===== src/design/hgc_pkg.sv =====
// ----------------------------------------------------------------------------
// hgc_pkg
// Shared types and constants for the HDR ghost certainty pipeline.
// ----------------------------------------------------------------------------
package hgc_pkg;

  // Field widths.
  localparam int PIX_W   = 12;  // Q8.4 luma sample
  localparam int RATIO_W = 16;  // Q8.8 exposure ratio
  localparam int IDX_W   = 8;   // table index of a write word
  localparam int VAL_W   = 16;  // Q1.15 weight
  localparam int CFG_W   = 16;  // widest configuration register
  localparam int EXP_W   = 20;  // expected value in Q.12
  localparam int PROD_W  = PIX_W + RATIO_W;  // reference times ratio
  localparam int DIVD_W  = PIX_W + 16;       // reference shifted up by 16

  // Divider layout: quotient bits resolved, and bits per stage.
  localparam int Q_BITS     = EXP_W;
  localparam int DIV_BPS    = 2;
  localparam int DIV_STAGES = Q_BITS / DIV_BPS;

  // Certainty of one, and the 255.0 clamp of the reference-first mode.
  localparam logic [VAL_W-1:0]  CERT_ONE = 16'd32768;
  localparam logic [VAL_W-1:0]  CERT_ZERO = 16'd0;
  localparam logic [EXP_W-1:0]  SAT_EXP  = 20'd1044480;
  localparam logic [PROD_W-1:0] SAT_PROD = 28'd1044480;

  // Word operations.
  localparam logic OP_PIXEL       = 1'b0;
  localparam logic OP_TABLE_WRITE = 1'b1;

  // Configuration register indexes.
  typedef enum logic [1:0] {
    REG_FIRST_IS_REF   = 2'd0,
    REG_EXPOSURE_RATIO = 2'd1,
    REG_NOISE_FLOOR    = 2'd2,
    REG_CLIP_LEVEL     = 2'd3
  } cfg_reg_t;

  // Current configuration, as seen by the pipeline.
  typedef struct packed {
    logic               first_is_reference;
    logic [RATIO_W-1:0] exposure_ratio;
    logic [PIX_W-1:0]   noise_floor;
    logic [PIX_W-1:0]   clip_level;
  } cfg_t;

  // Word fields that ride alongside the divider.
  typedef struct packed {
    logic              op;
    logic              force_one;
    logic              div_sat;
    logic [PIX_W-1:0]  meas;
    logic [PROD_W-1:0] prod;
    logic [IDX_W-1:0]  tbl_index;
    logic [VAL_W-1:0]  tbl_value;
  } side_t;

endpackage


===== src/design/hgc_front.sv =====
// ----------------------------------------------------------------------------
// hgc_front
// Input register and classification stage: picks reference and measured
// samples, flags the certainty-one cases, forms the product and the
// divider operands.
// ----------------------------------------------------------------------------
module hgc_front (
  input  logic                          clk,
  input  logic                          rst,
  input  hgc_pkg::cfg_t                 cfg,
  input  logic                          in_valid,
  input  logic                          op,
  input  logic [hgc_pkg::PIX_W-1:0]     first_pixel,
  input  logic [hgc_pkg::PIX_W-1:0]     second_pixel,
  input  logic [hgc_pkg::IDX_W-1:0]     table_index,
  input  logic [hgc_pkg::VAL_W-1:0]     table_value,
  output logic                          out_valid,
  output hgc_pkg::side_t                out_side,
  output logic [hgc_pkg::DIVD_W-1:0]    dividend,
  output logic [hgc_pkg::RATIO_W-1:0]   divisor
);

  // Stage one: captured input word.
  logic                      v1;
  logic                      op1;
  logic [hgc_pkg::PIX_W-1:0] a1;
  logic [hgc_pkg::PIX_W-1:0] b1;
  logic [hgc_pkg::IDX_W-1:0] ti1;
  logic [hgc_pkg::VAL_W-1:0] tv1;

  always_ff @(posedge clk) begin
    if (rst) begin
      v1 <= 1'b0;
    end else begin
      v1 <= in_valid;
    end
    op1 <= op;
    a1  <= first_pixel;
    b1  <= second_pixel;
    ti1 <= table_index;
    tv1 <= table_value;
  end

  // Stage two: reference selection, special cases and the product.
  logic [hgc_pkg::PIX_W-1:0]  ref_pix;
  logic [hgc_pkg::PIX_W-1:0]  meas_pix;
  logic                       noise;
  logic                       over_clip;
  logic                       div_sat;
  logic [hgc_pkg::PROD_W-1:0] prod;

  always_comb begin
    ref_pix   = cfg.first_is_reference ? a1 : b1;
    meas_pix  = cfg.first_is_reference ? b1 : a1;
    noise     = (ref_pix < cfg.noise_floor) && (meas_pix < cfg.noise_floor);
    over_clip = !cfg.first_is_reference && (ref_pix > cfg.clip_level);
    // The quotient reaches 2^20 (and so the clip) once ref >= 16 * ratio.
    div_sat   = ({cfg.exposure_ratio, 4'b0000} <= {8'b0, ref_pix});
    prod      = hgc_pkg::PROD_W'(ref_pix) * hgc_pkg::PROD_W'(cfg.exposure_ratio);
  end

  always_ff @(posedge clk) begin
    if (rst) begin
      out_valid <= 1'b0;
    end else begin
      out_valid <= v1;
    end
    out_side.op        <= op1;
    out_side.force_one <= noise || over_clip;
    out_side.div_sat   <= div_sat;
    out_side.meas      <= meas_pix;
    out_side.prod      <= prod;
    out_side.tbl_index <= ti1;
    out_side.tbl_value <= tv1;
    dividend           <= {ref_pix, 16'b0};
    divisor            <= cfg.exposure_ratio;
  end

endmodule


===== config.mk =====
export PLATFORM = sky130hd
export DESIGN_NAME = hgc_front
export DESIGN_NICKNAME = d
export VERILOG_FILES = /design/src/design/hgc_pkg.sv /design/src/design/hgc_front.sv
export SDC_FILE = /design/constraint.sdc
export NUM_CORES = 1
export LEC_CHECK = 0
export ABC_AREA = 1
export CAP_MARGIN = 20
export CORE_ASPECT_RATIO = 2
export CORE_MARGIN = 3
export CORE_UTILIZATION = 37
export CTS_CLUSTER_DIAMETER = 30
export DETAILED_ROUTE_END_ITERATION = 8
export DONT_BUFFER_PORTS = 1
export PLACE_DENSITY = 0.57
export SYNTH_ARGS = -nofsm -noshare
export SYNTH_HDL_FRONTEND = slang
export SYNTH_SLANG_ARGS = --single-unit

===== constraint.sdc =====
create_clock -name clk -period 5.3 [get_ports clk]
set_input_delay 1.06 -clock clk [delete_from_list [all_inputs] [get_ports clk]]
set_output_delay 1.06 -clock clk [all_outputs]
set_load 0.01 [all_outputs]

* Yosys cells after proc, flatten, opt, wreduce, memory -nomap -nowiden
Cells that the tools add are included.
** Storage, ports and cells
- Register bits after elaboration :: 146
- Input bits :: 93
- Output and inout port bits :: 112
- Word-level logic and storage cells :: 27
** Operators by class
- Multipliers :: 1
- Order comparisons :: 4
- Multiplexer cells :: 2
- Reduce and logical (&&, ||, !) cells :: 4
** Operators with widths (count)
- $mul 12x16->28 :: 1
- $lt 12x12->1 :: 2
- $mux 12 :: 2
- $le 20x12->1 :: 1
- $gt 12x12->1 :: 1
- $logic_and 1x1->1 :: 2
- $logic_not 1->1 :: 1
- $logic_or 1x1->1 :: 1

* Logic depth before layout (Yosys ltp)
- Depth after elaboration :: 4
- Depth in mapped cells :: 28
- Mapped depth without buffers :: 27

* Least setup slack after synthesis
No wires, ideal clock.
- Path kind :: input to register
- From :: input cfg[40] (netlist name)
- To :: register out_side[47] (netlist name)
- Setup time :: 0.113 ns
- Arrival :: 5.622 ns
- Required time :: 5.187 ns
- Path slack :: -0.435 ns
- Stages :: 23
- Buffers on the path :: 2
- Path through :: buf_6 -> buf_4 -> nand2_1 -> o21ai_2 -> inv_2 -> ha_1 -> fa_1 -> inv_1 -> fa_1 -> inv_1 -> fa_1 -> fa_1 -> inv_1 -> fa_1 -> inv_1 -> ha_1 -> nand2_2 -> nor2_2 -> inv_1 -> nor2_1 -> nand3b_1 -> nand4_1 -> nand2_1
** On the way
- Longest elaborated chain between the ends :: 2
** Ends and longest elaborated chain
- start, declared :: RTL line hgc_front.sv:10 : input hgc_pkg::cfg_t cfg,
- $mux 12 :: RTL line hgc_front.sv:53 : ref_pix = cfg.first_is_reference ? a1 : b1;
- via ref_pix (one bit) :: RTL line hgc_front.sv:45 : logic [hgc_pkg::PIX_W-1:0] ref_pix;
- $mul 12x16->28 :: RTL line hgc_front.sv:59 : prod = hgc_pkg::PROD_W'(ref_pix) * hgc_pkg::PROD_W'(cfg.exposure_ratio);
- via prod (one bit) :: RTL line hgc_front.sv:50 : logic [hgc_pkg::PROD_W-1:0] prod;
- end, declared :: RTL line hgc_front.sv:18 : output hgc_pkg::side_t out_side,
The timed path passes the listed nets, and every way through them passes these cells.
A chain may end at the register's enable or synchronous reset.

* Worst setup path after layout
- From :: input cfg[40] (netlist name)
- To :: register out_side[47] (netlist name)
** On the way
- Longest elaborated chain between the ends :: 2
** Ends and longest elaborated chain (RTL line)
- $mux 12 :: hgc_front.sv:53
- $mul 12x16->28 :: hgc_front.sv:59
- via prod (one bit) :: hgc_front.sv:50
The timed path passes the listed nets, and every way through them passes these cells.

==> results.cfg <==
[run_status]
outcome = complete, no violations

[worst_setup_path]
startpoint_type = primary input
worstSetupPathType = in2reg
end_kind = flop
arrival_ns = 5.46
cp_max_fo = 47
required_ns = 5.63

[global_route]
grt_start_max_net_pins = 48
grt_pass1_wl_mm = 48.16
antenna_found_initial = 1
grt_usage_pct = 19.53
grt.overflow.total = 0
grt_pass1_vias = 9313

[detailed_routing]
wl_per_cell_um = 16.61
via_per_inst = 4.676
wirelength_mm = 30.07
drcViolationCount = 0
dr.pass1.iters = 4
first_iter_violations = 289
via_count = 8464
ant_nets = 0

[cts]
clk_latency_ns = 0.45
cts_buffers = 17
postCtsSetupBuffers = 0
cts_tree = built
clk_pin_slew_ns = 0.08
clockBufferDepth = 2
htree_levels = 4
cts_root_buffer = clkbuf_16
cts_num_sinks = 146

[timing]
rsz0062_at_grt = no
finalCritPeriodShare_pct = 96.69
slew_violations = 0
timing.final.ws_setup_ns = 0.1752
clock_skew_ns = 0.01916
finalHoldViolCount = 0
final-setup-viol-count = 0
fin_crit_ns = 5.125
clock.fmax_mhz = 195.1

[logic_synthesis]
synth_top_area_share_pct = 26.26
seq_area_frac_synth_pct = 26.26
ys_ff_latch = 146
synth_area_um2 = 11130
yosysTopAreaCell = dfxtp_1
synthTopCellsByArea = dfxtp_1 (26%), fa_1 (25%), ha_1 (13%)
synth_cell_types = 35
syn_avg_cell_area_um2 = 8.317
synth.yosys.warnings = 0
syn_inst = 1338

[finish]
final_cell_mix = nand2_1 (307), inv_1 (304), dfxtp_1 (146)
synthToLayoutAreaGrowth_pct = 17.34
drive_gt1_share_pct = 14.39
layout_commonest_cell = nand2_1
layout.nets = 1781

[place]
place.gp.congestion = 0.8892
place_ws_ns = -0.4674
io_buffers = 0
hpwlAfterDp_mm = 26.07

[floorplan]
start_util_pct = 37.57
rows = 89
ios = 205
core-area_um2 = 29620
die_x_um = 128.6
fp.dieH_um = 251.3
dieArea_um2 = 32320

[flow_run]
drv_cap = 0

[worst_hold_path]
hold_class = reg2reg
## cells in the mapped netlist, drive strengths merged
library cell	number
inv	320
ha	116
nor2	116
conb	1
or2	4
nand4	9
xnor2	4
dfxtp	146
fa	140
clkbuf	9
buf	32
o21a	2
xor2	11
a21oi	29
o211ai	1
nand3	32
o21bai	2
o21ai	24
nor4	2
nor3	5
and2	2
nand2	328
nand3b	3
## kinds of logic (layout without fill, tap and decap cells)
family | after synthesis | count (layout) | synth area share (%)
XOR/XNOR | 15 | 15 | 1.181
adder cells (fa/ha/maj) | 256 | 256 | 38.23
other | 1 | 17 | 0.03370
AND/OR/NAND/NOR | 501 | 501 | 18.43
AO/OA/AOI/OAI | 58 | 58 | 2.923
buffers and inverters | 361 | 453 | 12.94
flip-flops | 146 | 146 | 26.26
## per-layer routing
metal,part of all wire (%),GRT usage (%)
met5,0,0
met2,56,37.40
met1,33,18.19
met3,4.6,3.764
met4,6.5,12.65
## flip-flops by register name (all words and copies together), names as in the netlist
| name | count |
|---|---|
| a1 | 12 |
| out_side | 67 |
| out_valid | 1 |
| op1 | 1 |
| divisor | 16 |
| v1 | 1 |
| dividend | 12 |
| ti1 | 8 |
| b1 | 12 |
| tv1 | 16 |
## stage by stage
stage	std cells	instance area (um^2)	setup TNS [ns]	utilization, %	hold slack, ns
after global routing	1810	13060	0	44.08	0.3258
after detailed placement	1777	12470	-5.607	42.10	0.3121
final	1810	13060	0	44.08	0.3106
after global placement	1777	12470	-5.849	42.10	0.3106
after floorplan	1353	11490	-0.01356	-	0.3096
after CTS	1809	13040	0	44.02	0.3217
## what timing repair did
action | in CTS | in global routing
pin swaps | 0 | 1
hold buffers | 0 | 0
setup endpoints to repair | 2 | 4
resized for setup | 1 | 5
## path summary, 6_finish.rpt
kind	start	end	slack [ns]	cells past startpoint
max reg2reg	a1[9]	out_side[47]	0.47	21
min reg2reg	ti1[6]	out_side[22]	0.31	0
max	cfg[40]	out_side[47]	0.18	19
min	ti1[6]	out_side[22]	0.31	0
## critical path, cell delays in order
cell,delay [ns]
or2_2,0.31
nand2_4,0.11
buf_4,0.12
nor2_1,0.04
fa_1,0.49
fa_1,0.57
fa_1,0.47
fa_1,0.56
inv_1,0.06
fa_1,0.53
inv_1,0.07
ha_4,0.30
nand2_4,0.07
nor2_4,0.13
inv_1,0.06
nor2_2,0.17
nand3b_1,0.13
nand4_1,0.11
nand2_1,0.07
## layout make-up
cell class	count	area [um^2]
Timing Repair Buffer	101	808.3
Fill cell	2964	16560
Clock inverter	15	142.6
Clock buffer	17	425.4
Multi-Input combinational cell	846	7082
Tap cell	364	455.4
Sequential cell	146	2923
Inverter	320	1219
Antenna cell	1	2.502
Power is not shown: default switching activity piles up to over one toggle a cycle in this logic, so the estimate is an artifact.
