[src/design/hgc_pkg.sv]
// ----------------------------------------------------------------------------
// hgc_pkg
// Shared types and constants for the HDR ghost certainty pipeline.
// ----------------------------------------------------------------------------
package hgc_pkg;

  // Field widths.
  localparam int PIX_W   = 12;  // Q8.4 luma sample
  localparam int RATIO_W = 16;  // Q8.8 exposure ratio
  localparam int IDX_W   = 8;   // table index of a write word
  localparam int VAL_W   = 16;  // Q1.15 weight
  localparam int CFG_W   = 16;  // widest configuration register
  localparam int EXP_W   = 20;  // expected value in Q.12
  localparam int PROD_W  = PIX_W + RATIO_W;  // reference times ratio
  localparam int DIVD_W  = PIX_W + 16;       // reference shifted up by 16

  // Divider layout: quotient bits resolved, and bits per stage.
  localparam int Q_BITS     = EXP_W;
  localparam int DIV_BPS    = 2;
  localparam int DIV_STAGES = Q_BITS / DIV_BPS;

  // Certainty of one, and the 255.0 clamp of the reference-first mode.
  localparam logic [VAL_W-1:0]  CERT_ONE = 16'd32768;
  localparam logic [VAL_W-1:0]  CERT_ZERO = 16'd0;
  localparam logic [EXP_W-1:0]  SAT_EXP  = 20'd1044480;
  localparam logic [PROD_W-1:0] SAT_PROD = 28'd1044480;

  // Word operations.
  localparam logic OP_PIXEL       = 1'b0;
  localparam logic OP_TABLE_WRITE = 1'b1;

  // Configuration register indexes.
  typedef enum logic [1:0] {
    REG_FIRST_IS_REF   = 2'd0,
    REG_EXPOSURE_RATIO = 2'd1,
    REG_NOISE_FLOOR    = 2'd2,
    REG_CLIP_LEVEL     = 2'd3
  } cfg_reg_t;

  // Current configuration, as seen by the pipeline.
  typedef struct packed {
    logic               first_is_reference;
    logic [RATIO_W-1:0] exposure_ratio;
    logic [PIX_W-1:0]   noise_floor;
    logic [PIX_W-1:0]   clip_level;
  } cfg_t;

  // Word fields that ride alongside the divider.
  typedef struct packed {
    logic              op;
    logic              force_one;
    logic              div_sat;
    logic [PIX_W-1:0]  meas;
    logic [PROD_W-1:0] prod;
    logic [IDX_W-1:0]  tbl_index;
    logic [VAL_W-1:0]  tbl_value;
  } side_t;

endpackage

[src/design/hgc_div.sv]
// ----------------------------------------------------------------------------
// hgc_div
// Pipelined restoring divider. Each stage resolves two quotient bits;
// the word fields travel alongside with their valid bit.
// ----------------------------------------------------------------------------
module hgc_div (
  input  logic                          clk,
  input  logic                          rst,
  input  logic                          in_valid,
  input  hgc_pkg::side_t                in_side,
  input  logic [hgc_pkg::DIVD_W-1:0]    dividend,
  input  logic [hgc_pkg::RATIO_W-1:0]   divisor,
  output logic                          out_valid,
  output hgc_pkg::side_t                out_side,
  output logic [hgc_pkg::Q_BITS-1:0]    quotient
);

  localparam int STAGES = hgc_pkg::DIV_STAGES;
  localparam int BPS    = hgc_pkg::DIV_BPS;
  localparam int QW     = hgc_pkg::Q_BITS;
  localparam int RW     = hgc_pkg::DIVD_W;
  localparam int TW     = hgc_pkg::RATIO_W + QW;

  logic                        vld [STAGES];
  logic [RW-1:0]               rem [STAGES];
  logic [QW-1:0]               quo [STAGES];
  logic [hgc_pkg::RATIO_W-1:0] dsr [STAGES];
  hgc_pkg::side_t              side [STAGES];

  for (genvar g = 0; g < STAGES; g++) begin : g_stage
    logic                        vld_in;
    logic [RW-1:0]               rem_in;
    logic [QW-1:0]               quo_in;
    logic [hgc_pkg::RATIO_W-1:0] dsr_in;
    hgc_pkg::side_t              side_in;
    logic [RW-1:0]               rem_next;
    logic [QW-1:0]               quo_next;

    if (g == 0) begin : g_head
      assign vld_in  = in_valid;
      assign rem_in  = dividend;
      assign quo_in  = '0;
      assign dsr_in  = divisor;
      assign side_in = in_side;
    end else begin : g_body
      assign vld_in  = vld[g-1];
      assign rem_in  = rem[g-1];
      assign quo_in  = quo[g-1];
      assign dsr_in  = dsr[g-1];
      assign side_in = side[g-1];
    end

    // Trial subtractions for this stage's quotient bits, highest first.
    always_comb begin
      logic [TW-1:0] trial;
      logic          take;
      rem_next = rem_in;
      quo_next = quo_in;
      for (int b = 0; b < BPS; b++) begin
        trial = TW'(dsr_in) << (QW - 1 - g * BPS - b);
        take  = (TW'(rem_next) >= trial);
        if (take) begin
          rem_next = rem_next - trial[RW-1:0];
        end
        quo_next = {quo_next[QW-2:0], take};
      end
    end

    always_ff @(posedge clk) begin
      if (rst) begin
        vld[g] <= 1'b0;
      end else begin
        vld[g] <= vld_in;
      end
      rem[g]  <= rem_next;
      quo[g]  <= quo_next;
      dsr[g]  <= dsr_in;
      side[g] <= side_in;
    end
  end

  assign out_valid = vld[STAGES-1];
  assign out_side  = side[STAGES-1];
  assign quotient  = quo[STAGES-1];

  // A word that does not saturate leaves a remainder below the divisor.
  a_rem_below_divisor: assert property (@(posedge clk) disable iff (rst)
    (vld[STAGES-1] && !side[STAGES-1].div_sat) |->
      (rem[STAGES-1] < RW'(dsr[STAGES-1])))
    else $error("divider remainder not below divisor");

endmodule

[config.mk]
export PLATFORM = sky130hd
export DESIGN_NAME = hgc_div
export DESIGN_NICKNAME = d
export VERILOG_FILES = /design/src/design/hgc_pkg.sv /design/src/design/hgc_div.sv
export SDC_FILE = /design/constraint.sdc
export NUM_CORES = 2
export LEC_CHECK = 0
export BUFFER_PORTS_ARGS = -buffer_cell sky130_fd_sc_hd__buf_2
export CELL_PAD_IN_SITES_DETAIL_PLACEMENT = 0
export CELL_PAD_IN_SITES_GLOBAL_PLACEMENT = 2
export CORE_UTILIZATION = 25
export CTS_CLUSTER_SIZE = 30
export DETAILED_ROUTE_END_ITERATION = 8
export PLACE_DENSITY_LB_ADDON = 0.1
export SYNTH_ARGS = -nofsm -noshare
export SYNTH_HDL_FRONTEND = slang
export SYNTH_SLANG_ARGS = --single-unit
[constraint.sdc]
create_clock -name clk -period 8.5 [get_ports clk]
set_clock_uncertainty 0.2 [all_clocks]
set_input_delay 0 -clock clk [delete_from_list [all_inputs] [get_ports clk]]
set_output_delay 0 -clock clk [all_outputs]
set_load 0.01 [all_outputs]
# --- Yosys cells after proc, flatten, opt, wreduce, memory -nomap -nowiden ---
# Memory sizes are Yosys's and may differ from the RTL's.
# Index checks and enable logic that the tools add are counted.
op_classes:
  n_mul: 0
  n_shift: 0
  n_div: 0
  reduce_logical: 0
  mux: 33
  n_eq_ne: 0
  addsub: 20
  bitwise_logic: 10
  n_lt_le_gt_ge: 20
op_table:
  columns: ["op", "n"]
  rows:
  - ["two-way mux 28 bit", 20]
  - ["subtractor 28 bit", 8]
  - [">= comparator 28 x 35 -> 1 bit", 1]
  - [">= comparator 28 x 34 -> 1 bit", 1]
  - [">= comparator 28 x 33 -> 1 bit", 1]
  - [">= comparator 28 x 32 -> 1 bit", 1]
  - [">= comparator 28 x 31 -> 1 bit", 1]
  - [">= comparator 28 x 30 -> 1 bit", 1]
  - [">= comparator 28 x 29 -> 1 bit", 1]
  - [">= comparator 28 x 16 -> 1 bit", 1]
  - [">= comparator 28 x 17 -> 1 bit", 1]
  - [">= comparator 28 x 18 -> 1 bit", 1]
  - [">= comparator 28 x 19 -> 1 bit", 1]
  - [">= comparator 28 x 20 -> 1 bit", 1]
  - [">= comparator 28 x 21 -> 1 bit", 1]
  - [">= comparator 28 x 22 -> 1 bit", 1]
  - [">= comparator 28 x 23 -> 1 bit", 1]
  - [">= comparator 28 x 24 -> 1 bit", 1]
  - [">= comparator 28 x 25 -> 1 bit", 1]
  - [">= comparator 28 x 26 -> 1 bit", 1]
  - [">= comparator 28 x 27 -> 1 bit", 1]
  - [">= comparator 28 bit", 1]
  - ["subtractor 28 x 16 -> 28 bit", 1]
  - ["subtractor 28 x 17 -> 28 bit", 1]
  - ["12 further kinds", 33]
totals:
  romBits: 0
  output_inout_bits: 88
  wordCells: 88
  latchBits: 0
  inputBits: 114
  reg_bits: 0
  ram_bits: 1320
  mem_count: 5
mem_list:
  columns: ["memory", "depth", "word_bits", "rd", "rd_clocked_by_memory_dff", "wr", "line", "text"]
  rows:
  - ["side", 10, 67, 10, 0, 10, "hgc_div.sv:28", "hgc_pkg::side_t side [STAGES];"]
  - ["rem", 10, 28, 9, 0, 10, "hgc_div.sv:25", "logic [RW-1:0] rem [STAGES];"]
  - ["quo", 10, 20, 10, 0, 10, "hgc_div.sv:26", "logic [QW-1:0] quo [STAGES];"]
  - ["dsr", 10, 16, 9, 0, 10, "hgc_div.sv:27", "logic [hgc_pkg::RATIO_W-1:0] dsr [STAGES];"]
  - ["vld", 10, 1, 10, 0, 10, "hgc_div.sv:24", "logic vld [STAGES];"]

# --- Logic depth before layout (Yosys ltp) ---
# An unclocked memory read counts as a cell.
depth:
  ltp_word: 5
  depth_mapped: 27
  ltp_nobuf: 24

# --- Worst setup path before layout ---
# Ideal clock, no wire load.
synth_path:
  path_type: "reg-to-reg"
  from: "memory rem[1][15] in the netlist's numbering"
  to: "memory rem[2][19] in the netlist's numbering"
  synth_period_minus_slack_ns: 5.752
  path_buffers: 2
  required_time_ns: 8.179
  setup_slack_ns: 2.748
  t_arrival_ns: 5.431
  setup_ns: 0.121
  stages_incl_launch_ff: 27
  cell_sequence: "dfxtp_1 > inv_1 > ha_1 > inv_1 > fa_1 > a21o_1 > a21o_1 > a21oi_1 > o21ai_0 > a211oi_1 > o21ai_0 > o211ai_1 > a2111o_1 > buf_1 > mux2_2 > ha_1 > nand2_1 > nand2_1 > a21oi_1 > o21bai_1 > a21oi_1 > o21ai_0 > o21a_1 > o21ai_0 > a2111o_1 > buf_1 > mux2_2"
synth_lines:
  columns: ["item", "line"]
  rows:
  - ["start, declared", "hgc_div.sv:25"]

==> impl_metrics.ini <==
[sta]
rsz0062_at_grt = no
slew_violations = 0
worst_pin_slew_ns = 1.00
fin_crit_sh = 0.791
finalCriticalPeriod_ns = 6.72
clock.fmax_mhz = 149
slew_headroom = 0.326
tns_ns = 0
setup_viol = 0
hold_viol_final = 0

[setup_path]
cp.required_ns = 8.93
r2r_slack_ns = 1.78
rr_worst_depth = 22
path_max_fanout = 27
r2r-start = dsr[4][1]
crit_top_cell = buf_4
end_kind = register
critPathKind = register to register
timing.rr.end = rem[5][19]
worst-path-buf-inv = 4
path_cells = inv_1 > ha_1 > nor2b_1 > o21ai_0 > o21ai_0 > o31ai_1 > buf_4 > o221ai_1 > o21ai_1 > buf_4 > mux2_2 > ha_1 > nor2b_1 > o31a_1 > nor3_1 > o21bai_1 > a21o_1 > a221o_1 > nand3b_1 > or4b_1 > buf_4 > mux2_2
critPathTopFamily = compound AO/OA/AOI/OAI gates
cp-start-kind = register
cp.arrival_ns = 7.15
critical_path.slowest_cell = or4b_1
cpPeakStageDelay_ns = 0.63

[die]
dieArea_sq_um = 169000
initial_core_util = 0.253
row_count = 149
die_x_microns = 411
io_pins = 202
die_y_microns = 411
core_region_area_sq_um = 166000

[logic_synthesis]
ys_types = 95
ys_seq_area_frac = 0.568
synth.mux.area_fraction = 0.0383
yosysWarnings = 0
synth_simple_gate_area_share = 0.0972
synth-compound-area-share = 0.123
synth_ff_type = dfxtp_1
synth_fp_nets = 4217
synth_xor_xnor_area_share = 0.0484
avgSynthCellArea_sq_um = 11.0
syn-cell-area_sq_um = 41800
synth_top_family_by_area = compound AO/OA/AOI/OAI gates
synthAdderAreaFrac = 0.0964
synthCells = 3792
yosys_register_bits = 1186
synthArstFlopShare = 0
synth-edff-count = 0

[global_routing]
grt_pass1_vias = 28755
grt_util_all_layers = 0.126
grt_max_degree = 38
antenna_found_initial = 13
grt-ovfl-total = 0
grt_first_pass_wirelength_microns = 165000

[detailed_routing]
drt_iter0_drc = 954
wl_met3_microns = 3610
via_per_inst = 4.14
first_pass_iters = 4
drc_errors = 0
highest_layer = met5
wirelength_microns = 106000
antenna_left = 0
met1_length_microns = 48000
wire_per_inst_microns = 16.0
met2_length_microns = 51600
num_vias = 27456

[placement]
portBuffers = 201
hpwl_microns = 82100
place_inst = 6149
place_area_sq_um = 45500
gp_congestion = 0.757

[power]
power_per_cell_area_nw_per_um2 = 407
leakagePower_nw = 22.5
peakVddDrop_uv = 203
power.total_w = 0.0214

[cells_and_area]
syn_to_final_growth_pct = 25.6
stdcell_area_sq_um = 52500
nets = 4761
final_common_cell = dfxtp_1
final_cell_mix = dfxtp_1, ha_1, inv_1
final_cells = 6631
drive_gt1_frac = 0.138
fillers = 17069

[clock_network]
postCtsSetupBuffers = 0
htreeDepth = 4
cts-root-buf = clkbuf_16
cts_resized = 0
clkLatencyLatePin_ns = 0.77
cts-buffers-inserted = 135
clk_pin_slew_ns = 0.06
clk_path_buf_depth = 3
cts.sinks = 1186
tritoncts = yes
hold_buffers = 239

[job]
cap_violations = 0

[min_path]
holdPathEnd = quo[8][16]
whs_path_depth = 0
holdCritPathClass = register to register
min-delay-start = quo[7][14]

[run_status]
status = completed
## worst max path at each step
| stage | startpoint | end | cells after the start |
|---|---|---|---|
| finish | dsr[4][1] | rem[5][19] | 22 |
| global route | dsr[4][1] | rem[5][12] | 22 |
| CTS | dsr[4][1] | rem[5][19] | 22 |
| detailed placement | dsr[4][1] | rem[5][12] | 22 |
| global placement | dsr[4][1] | rem[5][12] | 22 |
| floorplan | rem[1][15] | rem[2][19] | 26 |
## layout make-up
class	instances	area [sq um]	area share
antenna	2	5.00	0.0000953
clock buffer	182	3810	0.0726
clock inverter	59	817	0.0156
inverter	265	995	0.0189
multi-input combinational	2293	16900	0.322
sequential	1186	23700	0.452
tap	2189	2740	0.0521
timing repair buffer	455	3510	0.0668
## power breakdown
group          leakage, nW  total, W  switching, W  internal, W
clock                 2.24   0.00587       0.00239      0.00348
combinational         10.3   0.00882       0.00500      0.00382
sequential            9.98   0.00669      0.000397      0.00630
total                 22.5    0.0214       0.00779       0.0136
## cell usage after synthesis (17+ instances only)
master    number  share of area
a31oi_1       23         0.0034
o21bai_1      35         0.0063
nand2b_1      31         0.0046
o21ai_0      180          0.022
nand3_1       51         0.0061
o211ai_1      21         0.0038
clkbuf_1      31         0.0028
nor3_1        58         0.0069
a211oi_1      22         0.0039
nand4_1       47         0.0070
nand2_1      212          0.019
xnor2_1      153          0.032
inv_1        262          0.024
nor2_1       199          0.018
a21o_1        95          0.017
o21a_1        41         0.0074
nor4_1        39         0.0058
mux2_2       119          0.032
and3_1        22         0.0033
dfxtp_1     1186           0.57
fa_1          19         0.0091
mux2i_1       17         0.0041
ha_1         292          0.087
a21oi_1      239          0.029
nor2b_1       50         0.0075
xor2_1        78          0.016
o31ai_1       18         0.0032
## metrics by stage
step / utilization / hold slack (ns) / worst slack, ns
2_1_floorplan: - / -0.172 / 2.75
3_3_place_gp: 0.275 / -0.0980 / 1.64
3_5_place_dp: 0.275 / -0.0964 / 1.75
4_1_cts: 0.317 / 0.0560 / 1.71
5_1_grt: 0.317 / 0.103 / 1.36
6_report: 0.317 / 0.108 / 1.78
## cells by family (layout without fill, tap and decap cells)
logic type,count (synthesis),count (layout)
DFF,1186,1186
and+or+nand+nor,809,809
AOI/OAI and AO/OA,798,798
buffers and inverters,313,961
adders and majority gates,311,311
xor gates and xnor gates,231,231
muxes,144,144
other,0,2
## flip-flops by register name, indices dropped and copies added (netlist names)
signal and flops:
quo 110, side 670, dsr 144, vld 10, rem 252
## metal layers
layer	GRT usage	vias to the layer above
li1	-	14299
met1	0.153	12664
met2	0.220	337
met3	0.0249	154
met4	0.0430	2
met5	0	-
(Power assumes the default switching activity.)
