File: config.mk
export PLATFORM = sky130hd
export DESIGN_NAME = hgc_lookup
export DESIGN_NICKNAME = d
export VERILOG_FILES = /design/src/design/hgc_pkg.sv /design/src/design/hgc_lookup.sv
export SDC_FILE = /design/constraint.sdc
export NUM_CORES = 2
export LEC_CHECK = 0
export BUFFER_PORTS_ARGS = -buffer_cell sky130_fd_sc_hd__buf_2
export CAP_MARGIN = 20
export CORE_ASPECT_RATIO = 2
export CORE_UTILIZATION = 40
export DETAILED_ROUTE_END_ITERATION = 10
export PLACE_DENSITY_LB_ADDON = 0.1
export SYNTH_ARGS = -nofsm -noshare
export SYNTH_HDL_FRONTEND = slang
export SYNTH_SLANG_ARGS = --single-unit
File: constraint.sdc
create_clock -name clk -period 5.85 [get_ports clk]
set_input_delay 0.585 -clock clk [delete_from_list [all_inputs] [get_ports clk]]
set_output_delay 0.585 -clock clk [all_outputs]
set_load 0.005 [all_outputs]
File: src/design/hgc_pkg.sv
// ----------------------------------------------------------------------------
// hgc_pkg
// Shared types and constants for the HDR ghost certainty pipeline.
// ----------------------------------------------------------------------------
package hgc_pkg;

  // Field widths.
  localparam int PIX_W   = 12;  // Q8.4 luma sample
  localparam int RATIO_W = 16;  // Q8.8 exposure ratio
  localparam int IDX_W   = 8;   // table index of a write word
  localparam int VAL_W   = 16;  // Q1.15 weight
  localparam int CFG_W   = 16;  // widest configuration register
  localparam int EXP_W   = 20;  // expected value in Q.12
  localparam int PROD_W  = PIX_W + RATIO_W;  // reference times ratio
  localparam int DIVD_W  = PIX_W + 16;       // reference shifted up by 16

  // Divider layout: quotient bits resolved, and bits per stage.
  localparam int Q_BITS     = EXP_W;
  localparam int DIV_BPS    = 2;
  localparam int DIV_STAGES = Q_BITS / DIV_BPS;

  // Certainty of one, and the 255.0 clamp of the reference-first mode.
  localparam logic [VAL_W-1:0]  CERT_ONE = 16'd32768;
  localparam logic [VAL_W-1:0]  CERT_ZERO = 16'd0;
  localparam logic [EXP_W-1:0]  SAT_EXP  = 20'd1044480;
  localparam logic [PROD_W-1:0] SAT_PROD = 28'd1044480;

  // Word operations.
  localparam logic OP_PIXEL       = 1'b0;
  localparam logic OP_TABLE_WRITE = 1'b1;

  // Configuration register indexes.
  typedef enum logic [1:0] {
    REG_FIRST_IS_REF   = 2'd0,
    REG_EXPOSURE_RATIO = 2'd1,
    REG_NOISE_FLOOR    = 2'd2,
    REG_CLIP_LEVEL     = 2'd3
  } cfg_reg_t;

  // Current configuration, as seen by the pipeline.
  typedef struct packed {
    logic               first_is_reference;
    logic [RATIO_W-1:0] exposure_ratio;
    logic [PIX_W-1:0]   noise_floor;
    logic [PIX_W-1:0]   clip_level;
  } cfg_t;

  // Word fields that ride alongside the divider.
  typedef struct packed {
    logic              op;
    logic              force_one;
    logic              div_sat;
    logic [PIX_W-1:0]  meas;
    logic [PROD_W-1:0] prod;
    logic [IDX_W-1:0]  tbl_index;
    logic [VAL_W-1:0]  tbl_value;
  } side_t;

endpackage

File: src/design/hgc_lookup.sv
// ----------------------------------------------------------------------------
// hgc_lookup
// Clamps the expected value, forms the table index from the distance to
// the measured sample, reads or writes the weight table, and drives the
// certainty word.
// ----------------------------------------------------------------------------
module hgc_lookup #(
  parameter int TABLE_DEPTH = 256
) (
  input  logic                        clk,
  input  logic                        rst,
  input  hgc_pkg::cfg_t               cfg,
  input  logic                        in_valid,
  input  hgc_pkg::side_t              in_side,
  input  logic [hgc_pkg::Q_BITS-1:0]  quotient,
  output logic                        done,
  output logic [hgc_pkg::VAL_W-1:0]   certainty
);

  localparam int AW = $clog2(TABLE_DEPTH);
  localparam int EW = hgc_pkg::EXP_W;

  // Stage one: clamped expected value.
  logic [EW-1:0] clip_q;
  logic [EW-1:0] expected_next;

  always_comb begin
    clip_q = {cfg.clip_level, 8'b0};
    if (cfg.first_is_reference) begin
      expected_next = (in_side.prod > hgc_pkg::SAT_PROD) ? hgc_pkg::SAT_EXP
                                                         : in_side.prod[EW-1:0];
    end else begin
      expected_next = (in_side.div_sat || (quotient > clip_q)) ? clip_q : quotient;
    end
  end

  logic                      l1_valid;
  logic                      l1_op;
  logic                      l1_force;
  logic [EW-1:0]             l1_meas;
  logic [EW-1:0]             l1_expected;
  logic [hgc_pkg::IDX_W-1:0] l1_index;
  logic [hgc_pkg::VAL_W-1:0] l1_value;

  always_ff @(posedge clk) begin
    if (rst) begin
      l1_valid <= 1'b0;
    end else begin
      l1_valid <= in_valid;
    end
    l1_op       <= in_side.op;
    l1_force    <= in_side.force_one;
    l1_meas     <= {in_side.meas, 8'b0};
    l1_expected <= expected_next;
    l1_index    <= in_side.tbl_index;
    l1_value    <= in_side.tbl_value;
  end

  // Stage two: distance, table index and the table access.
  logic [EW-1:0]             diff;
  logic [hgc_pkg::IDX_W-1:0] rd_idx;
  logic                      rd_in_range;
  logic                      wr_in_range;

  always_comb begin
    diff        = (l1_meas > l1_expected) ? (l1_meas - l1_expected)
                                          : (l1_expected - l1_meas);
    rd_idx      = diff[EW-1:EW-hgc_pkg::IDX_W];
    rd_in_range = (32'(rd_idx) < 32'(TABLE_DEPTH));
    wr_in_range = (32'(l1_index) < 32'(TABLE_DEPTH));
  end

  logic [hgc_pkg::VAL_W-1:0] table_mem [TABLE_DEPTH];
  logic [hgc_pkg::VAL_W-1:0] rdata;
  logic                      l2_valid;
  logic                      l2_force;
  logic                      l2_in_range;

  // Writes and reads happen in pipeline order at this one stage.
  always_ff @(posedge clk) begin
    if (l1_valid && (l1_op == hgc_pkg::OP_TABLE_WRITE) && wr_in_range) begin
      table_mem[AW'(l1_index)] <= l1_value;
    end
    if (l1_valid && (l1_op == hgc_pkg::OP_PIXEL)) begin
      rdata <= table_mem[AW'(rd_idx)];
    end
  end

  always_ff @(posedge clk) begin
    if (rst) begin
      l2_valid <= 1'b0;
    end else begin
      l2_valid <= l1_valid && (l1_op == hgc_pkg::OP_PIXEL);
    end
    l2_force    <= l1_force;
    l2_in_range <= rd_in_range;
  end

  // Stage three: output word.
  always_ff @(posedge clk) begin
    if (rst) begin
      done <= 1'b0;
    end else begin
      done <= l2_valid;
    end
    if (l2_force) begin
      certainty <= hgc_pkg::CERT_ONE;
    end else if (l2_in_range) begin
      certainty <= rdata;
    end else begin
      certainty <= hgc_pkg::CERT_ZERO;
    end
  end

  // A result word follows exactly one pixel word at the table stage.
  a_done_from_pixel: assert property (@(posedge clk) disable iff (rst)
    done == $past(l2_valid))
    else $error("result strobe without pixel word");

  // The certainty-one cases bypass the table.
  a_force_one: assert property (@(posedge clk) disable iff (rst)
    (l2_valid && l2_force) |=> (certainty == hgc_pkg::CERT_ONE))
    else $error("forced certainty not one");

  // A distance beyond the table gives zero certainty.
  a_beyond_table: assert property (@(posedge clk) disable iff (rst)
    (l2_valid && !l2_force && !l2_in_range) |=> (certainty == hgc_pkg::CERT_ZERO))
    else $error("distance beyond table not zero");

endmodule

# Word level (Yosys, flattened, before mapping)
# Memory sizes are Yosys's and may differ from the RTL's. A register that Yosys moved wholly into a read port is not among the register bits.
# Index checks and enable logic that the tools add are counted.
# word_totals
register_bits,78
ram_bits,4096
in_bits,131
output_inout_bits,17
wordCells,27
n_memories,1
# op_classes
add_sub_neg,2
n_lt_le_gt_ge,3
muxes,6
bitwise,1
reduce_logical,3
# memory_table
memory,words,width,read_ports,rd_clocked_by_memory_dff,wr,line,source
table_mem,256,16,1,1,1,hgc_lookup.sv:73,logic [hgc_pkg::VAL_W-1:0] table_mem [TABLE_DEPTH];
# ops
cell,count
$mux 20,4
$gt 20x20->1,2
$sub 20x20->20,2
$gt 28x20->1 const B,1
$logic_and 1x1->1,2
$mux 1,2
$logic_or 1x1->1,1
$not 1->1,1

# Depth between registers and ports, before layout
# depth
ltp_word,4
ltp_mapped,21
ltp_nobuf,14

# Least setup slack after synthesis
# Ideal clock, no wire load.
# synth_path
kind,register to register
start,reg l1_meas[13]
end,"reg rdata[13] in the netlist's numbering (read register of table_mem), data pin"
setup_ns,0.282
arrival_ns,3.965
required_ns,5.568
setup_slack_ns,1.603
stages_incl_launch_ff,18
path_buffers,3
period_less_slack_ns,4.247
cell_sequence,dfxtp_1 inv_1 ha_1 a21oi_1 o21ai_1 a221oi_4 nor4_2 or3_1 nand2_1 buf_4 buf_6 buf_4 mux2_1 a222oi_1 mux2i_1 a2111oi_0 nor3b_1 a211oi_1
# synth_between
elab_chain_len,2
word_cells_on_any_way,4
cone_classes,2 x add/sub; 1 x order compare; 1 x mux
# synth_rtl
element,line,source
from (decl),hgc_lookup.sv:40,logic [EW-1:0] l1_meas;
from (signal assigned),hgc_lookup.sv:53,"l1_meas <= {in_side.meas, 8'b0};"
$sub 20x20->20 (tied with other cells),hgc_lookup.sv:67,: (l1_expected - l1_meas);
$mux 20 (*),hgc_lookup.sv:66,diff = (l1_meas > l1_expected) ? (l1_meas - l1_expected)
to (decl),hgc_lookup.sv:74,logic [hgc_pkg::VAL_W-1:0] rdata;
# Mark *: on every way between the ends. The rest lies on a longest branch, timed or not.
# A chain may end at the register's enable or synchronous reset.

# Worst setup path in the final report
# layout_path
start,reg l1_meas[15]
end,"reg rdata[7] in the netlist's numbering (read register of table_mem), data pin"
# The elaborated chain is that of the path after synthesis.

==> reports/qor_table.md <==
| Group | Quantity | Reported |
|---|---|---|
| critical path | Crit path required time | 6660 ps |
| cells and area | Top library cells by usage in the layout, fill and taps aside | sky130_fd_sc_hd__edfxtp_1, sky130_fd_sc_hd__nand2_1, sky130_fd_sc_hd__buf_4 |
| synthesis | Synthesized cell area | 0.172 sq mm |
| floorplan | Overall die area | 0.433 sq mm |
| synthesis | Proportion of register bits with asynchronous set or reset after synthesis | 0 |
| pwr | Part of the total power dissipated in combinational logic | 0.287 |
| place | DP Area | 0.188 sq mm |
| routing | Via count of the routed design | 108000 |
| synthesis | Total nets after synthesis | 10600 |
| critical path | Startpoint type of the worst setup path | flop |
| critical path | Crit path capture | rdata[7]$_DFFE_PP_ |
| floorplan | Io pins | 148 |
| critical path | Destination of the worst register-to-register timing path | rdata[7]$_DFFE_PP_ |
| pwr | Net Switching | 27.7 mW |
| clocking | Cell at the root of the clock tree | sky130_fd_sc_hd__clkbuf_16 |
| pwr | Worst vdd rail ir drop | 291 uV |
| grt | Overall routing resource usage | 0.304 |
| flow run | Max cap viols | 0 |
| cells and area | Most common library cell in the layout ignoring fill and taps | sky130_fd_sc_hd__edfxtp_1 |
| grt | Remaining global-route overflow | 0 |
| floorplan | Chip Height | 929 um |
| cells and area | Count of nets after finishing | 11500 |
| pwr | Switching Fraction | 0.331 |
| synthesis | Synthesized instance count | 10400 |
| synthesis | Register bit count reported by yosys | 4190 |
| routing | Antenna viol nets, final | 0 |
| hold path | Number of cells traversed by the worst hold path | 2 |
| cells and area | Final standard cell count with taps included and fillers excluded | 17300 |
| place | Detailed Place HPWL | 444000 um |
| grt | Number of global-route vias before repair | 107000 |
| pwr | Leak pwr | 65.7 nW |
| cells and area | Count of fill cells added during filler insertion | 36500 |
| cells and area | Share of post-route cells with drive strength above 1 | 0.243 |
| hold path | Class of the worst hold path | in -> reg |
| sta | Worst Skew | 44.0 ps |
| synthesis | Part of the Yosys area used for sequential elements | 0.727 |
| run status | Failing checks | slew limit |
| cells and area | Area growth syn-to-layout | 17.2% |
| sta | Min cycle time layout | 5820 ps |
| sta | Fmax achieved | 172 MHz |
| place | Number of placed cells counting well taps | 16500 |
| floorplan | Starting Density | 0.402 |
| critical path | R2r startpoint | l1_meas[15]$_DFF_P_ |
| clocking | Clock latency on the worst-skew pair | 990 ps |
| pwr | PwrDens | 415 mW/mm^2 |
| clocking | Clock Path Buffers | 4 |
| routing | Drt via density | 6.23 |
| sta | Setup-failing EPs final | 0 |
| sta | Pin slew with the least headroom to its limit | 1510 ps |
| clocking | TritonCTS clock tree | done |
| critical path | Number of cells on the worst reg-to-reg path | 18 |
| floorplan | Die width | 466 um |
| sta | Period utilization | 0.995 |
| floorplan | Placement Rows | 340 |
| critical path | Worst setup path class | reg -> reg |
| synthesis | Post-synth cell types | 98 |
| routing | Pre-antenna DRT Iters | 8 |
| pwr | Internal power | 55.9 mW |
| critical path | Critical path launch point | l1_meas[15]$_DFF_P_ |
| routing | Total wire length | 670000 um |
| grt | Initial antenna violation count | 44 |
| cells and area | Total area of multi-input combinational cells | 0.0443 sq mm |
| pwr | Part of the power in registers | 0.397 |
| clocking | Number of clock sinks | 4190 |
| critical path | Critical path endpoint category | flop |
| clocking | Deepest level of the CTS H-tree | 5 |
| critical path | Critical path fanouts, max | 20 |
| synthesis | Mean Syn Cell Area | 16.5 sq um |
| clocking | CTS Buf Count | 389 |
| cells and area | Finished Cell Area | 0.202 sq mm |
| synthesis | Number of warnings printed during yosys synthesis | 0 |
| pwr | Clock Power Share | 0.316 |
| sta | Slew headroom | -0.00852 |
| critical path | FF-to-FF setup slack | 30 ps |
| grt | Global-route wire length before repair | 905000 um |
| synthesis | Count of flip-flops with a built-in enable after synthesis | 4112 |
| routing | Drt drc | 0 |
| synthesis | Commonest register cell after synthesis | sky130_fd_sc_hd__edfxtp_1 |
| floorplan | Placeable core region | 0.428 sq mm |
| cells and area | Reg area | 0.125 sq mm |
| routing | Number of design-rule violations left by the first detailed-router iteration | 13100 |
| grt | Pin count of the biggest net entering global routing | 169 |
| sta | Final number of hold-violating endpoints | 0 |
| routing | Average wire length per cell after detail routing | 38.6 um |
| sta | Final max-slew violation count | 20 |
| place | Count of input and output buffers | 119 |
| clocking | Clock-pin slew on the worst setup and hold paths | 70 ps |
| place | Routability-driven placement congestion ratio | 0.947 |
| sta | Final hold slack | 102 ps |
| run status | Result of the run | complete, but fails checks |
| critical path | Arrival time at the worst endpoint | 6630 ps |
==> cell type report <==
cell class              instances  share of cell area
flip-flops and latches       4190               0.621
multi-input cells            5423               0.220
repair buffers               1280              0.0594
clock buffers                 461              0.0506
well taps                    5643              0.0350
clock inverters               247              0.0131
inverters                      50            0.000968
diodes                         36            0.000447
==> metal layers <==
metal | track usage | vias to the layer above | wire [um]
li1 | - | 44000 | -
met1 | 0.342 | 57200 | 230000
met2 | 0.519 | 5260 | 334000
met3 | 0.0406 | 1452 | 43000
met4 | 0.244 | 10 | 62500
met5 | 0 | - | 70
==> worst max-delay path: stages (launching register included) <==
cell,delay (ps)
sky130_fd_sc_hd__dfxtp_1,350
sky130_fd_sc_hd__inv_1,60
sky130_fd_sc_hd__ha_2,440
sky130_fd_sc_hd__nand4_4,170
sky130_fd_sc_hd__or3_4,450
sky130_fd_sc_hd__o221ai_4,310
sky130_fd_sc_hd__buf_4,180
sky130_fd_sc_hd__buf_4,250
sky130_fd_sc_hd__nand4_1,180
sky130_fd_sc_hd__o211ai_1,180
sky130_fd_sc_hd__buf_12,260
sky130_fd_sc_hd__buf_12,210
sky130_fd_sc_hd__buf_12,230
sky130_fd_sc_hd__nand2_2,100
sky130_fd_sc_hd__buf_4,270
sky130_fd_sc_hd__o311ai_1,790
sky130_fd_sc_hd__o21ai_0,420
sky130_fd_sc_hd__a211o_1,470
sky130_fd_sc_hd__a211oi_1,250
==> kinds of logic (layout without fill, tap and decap cells) <==
family	Yosys count	count (layout)	synth area share
multiplexers	1018	1018	0.107
XOR/XNOR	5	5	0.000255
AND/OR/NAND/NOR	2766	2766	0.0722
other	0	36	0
flip-flops	4190	4190	0.727
adder cells (fa/ha/maj)	35	35	0.00255
buffers and inverters	830	2038	0.0224
AO/OA/AOI/OAI	1599	1599	0.0687
==> how the worst min path moves through the flow <==
stage / from / end / slack [ps]
2_1_floorplan: l1_force$_DFF_P_ / l2_force$_DFF_P_ / 310
3_3_place_gp: l1_force$_DFF_P_ / l2_force$_DFF_P_ / 310
3_5_place_dp: l1_force$_DFF_P_ / l2_force$_DFF_P_ / 310
4_1_cts: in_side[37] / l1_expected[13]$_DFF_P_ / 20
5_1_grt: in_side[37] / l1_expected[13]$_DFF_P_ / 50
6_report: in_side[37] / l1_expected[13]$_DFF_P_ / 100
==> per-stage QoR <==
step                utilization  setup TNS (ps)  power [mW]  setup WS, ps
floorplan                     -               0        44.6          1600
global placement          0.437           -2250        57.3          -664
detailed placement        0.438           -1670        57.5          -596
CTS                       0.470               0        83.8          61.6
global route              0.470           -3.05        85.3         -3.05
finish                    0.471               0        83.7          30.2
==> Yosys cell counts, types with 14 or more instances <==
cell type / n / area [sq um]
sky130_fd_sc_hd__a311oi_1: 128 / 1120
sky130_fd_sc_hd__nor4_1: 34 / 213
sky130_fd_sc_hd__nor2_1: 412 / 1550
sky130_fd_sc_hd__a211o_1: 33 / 289
sky130_fd_sc_hd__buf_1: 90 / 338
sky130_fd_sc_hd__o221a_2: 18 / 203
sky130_fd_sc_hd__buf_2: 204 / 1020
sky130_fd_sc_hd__mux4_2: 651 / 14700
sky130_fd_sc_hd__mux2i_1: 323 / 3230
sky130_fd_sc_hd__o211ai_1: 43 / 323
sky130_fd_sc_hd__a22o_1: 14 / 123
sky130_fd_sc_hd__a211oi_1: 71 / 533
sky130_fd_sc_hd__a2111oi_0: 15 / 131
sky130_fd_sc_hd__a32oi_1: 51 / 447
sky130_fd_sc_hd__and4_1: 46 / 403
sky130_fd_sc_hd__a22oi_1: 70 / 526
sky130_fd_sc_hd__a311o_1: 15 / 150
sky130_fd_sc_hd__nand4_1: 122 / 763
sky130_fd_sc_hd__o22ai_1: 167 / 1040
sky130_fd_sc_hd__dfxtp_1: 78 / 1560
sky130_fd_sc_hd__mux2_2: 42 / 473
sky130_fd_sc_hd__nand3_1: 485 / 2430
sky130_fd_sc_hd__and3_1: 135 / 845
sky130_fd_sc_hd__nand2_1: 1335 / 5010
sky130_fd_sc_hd__o22a_1: 31 / 272
sky130_fd_sc_hd__inv_1: 49 / 184
sky130_fd_sc_hd__o311ai_0: 47 / 412
sky130_fd_sc_hd__nor3_1: 88 / 440
sky130_fd_sc_hd__ha_1: 35 / 438
sky130_fd_sc_hd__a31oi_1: 99 / 619
sky130_fd_sc_hd__a21oi_1: 188 / 941
sky130_fd_sc_hd__or3_1: 25 / 156
sky130_fd_sc_hd__o21ai_0: 184 / 921
sky130_fd_sc_hd__a221oi_1: 50 / 438
sky130_fd_sc_hd__edfxtp_1: 4112 / 123000
sky130_fd_sc_hd__buf_4: 118 / 886
sky130_fd_sc_hd__nor2b_1: 32 / 200
sky130_fd_sc_hd__o221ai_1: 221 / 1940
sky130_fd_sc_hd__o2111ai_1: 22 / 193
sky130_fd_sc_hd__clkbuf_1: 362 / 1360
==> power by group through the flow <==
stage / Clock (mW) / Combinational (mW) / Sequential [mW]
CTS: 26.8 / 23.8 / 33.2
global placement: 0 / 23.5 / 33.9
global route: 27.7 / 24.4 / 33.2
floorplan: 0 / 10.6 / 34.0
finish: 26.5 / 24.0 / 33.2
detailed placement: 0 / 23.6 / 33.9
==> registers in the layout, summed over array words and instances (netlist names) <==
name and cells:
table_mem 4096, l1_value 16, l1_index 8, l2_force 1
rdata 16, done 1, l1_meas 12, l1_valid 1
l1_force 1, certainty 16, l1_expected 20, l1_op 1
l2_valid 1
==> what timing repair did <==
action | in CTS | in global routing
pin swaps | 4 | 2
buffers inserted | 5 | 7
endpoints found under the setup margin | 10 | 11
endpoints found under the hold margin | 59 | 0
resized for setup | 16 | 12
hold buffers | 66 | 0
No activity file was read; power rests on OpenSTA's default activity.
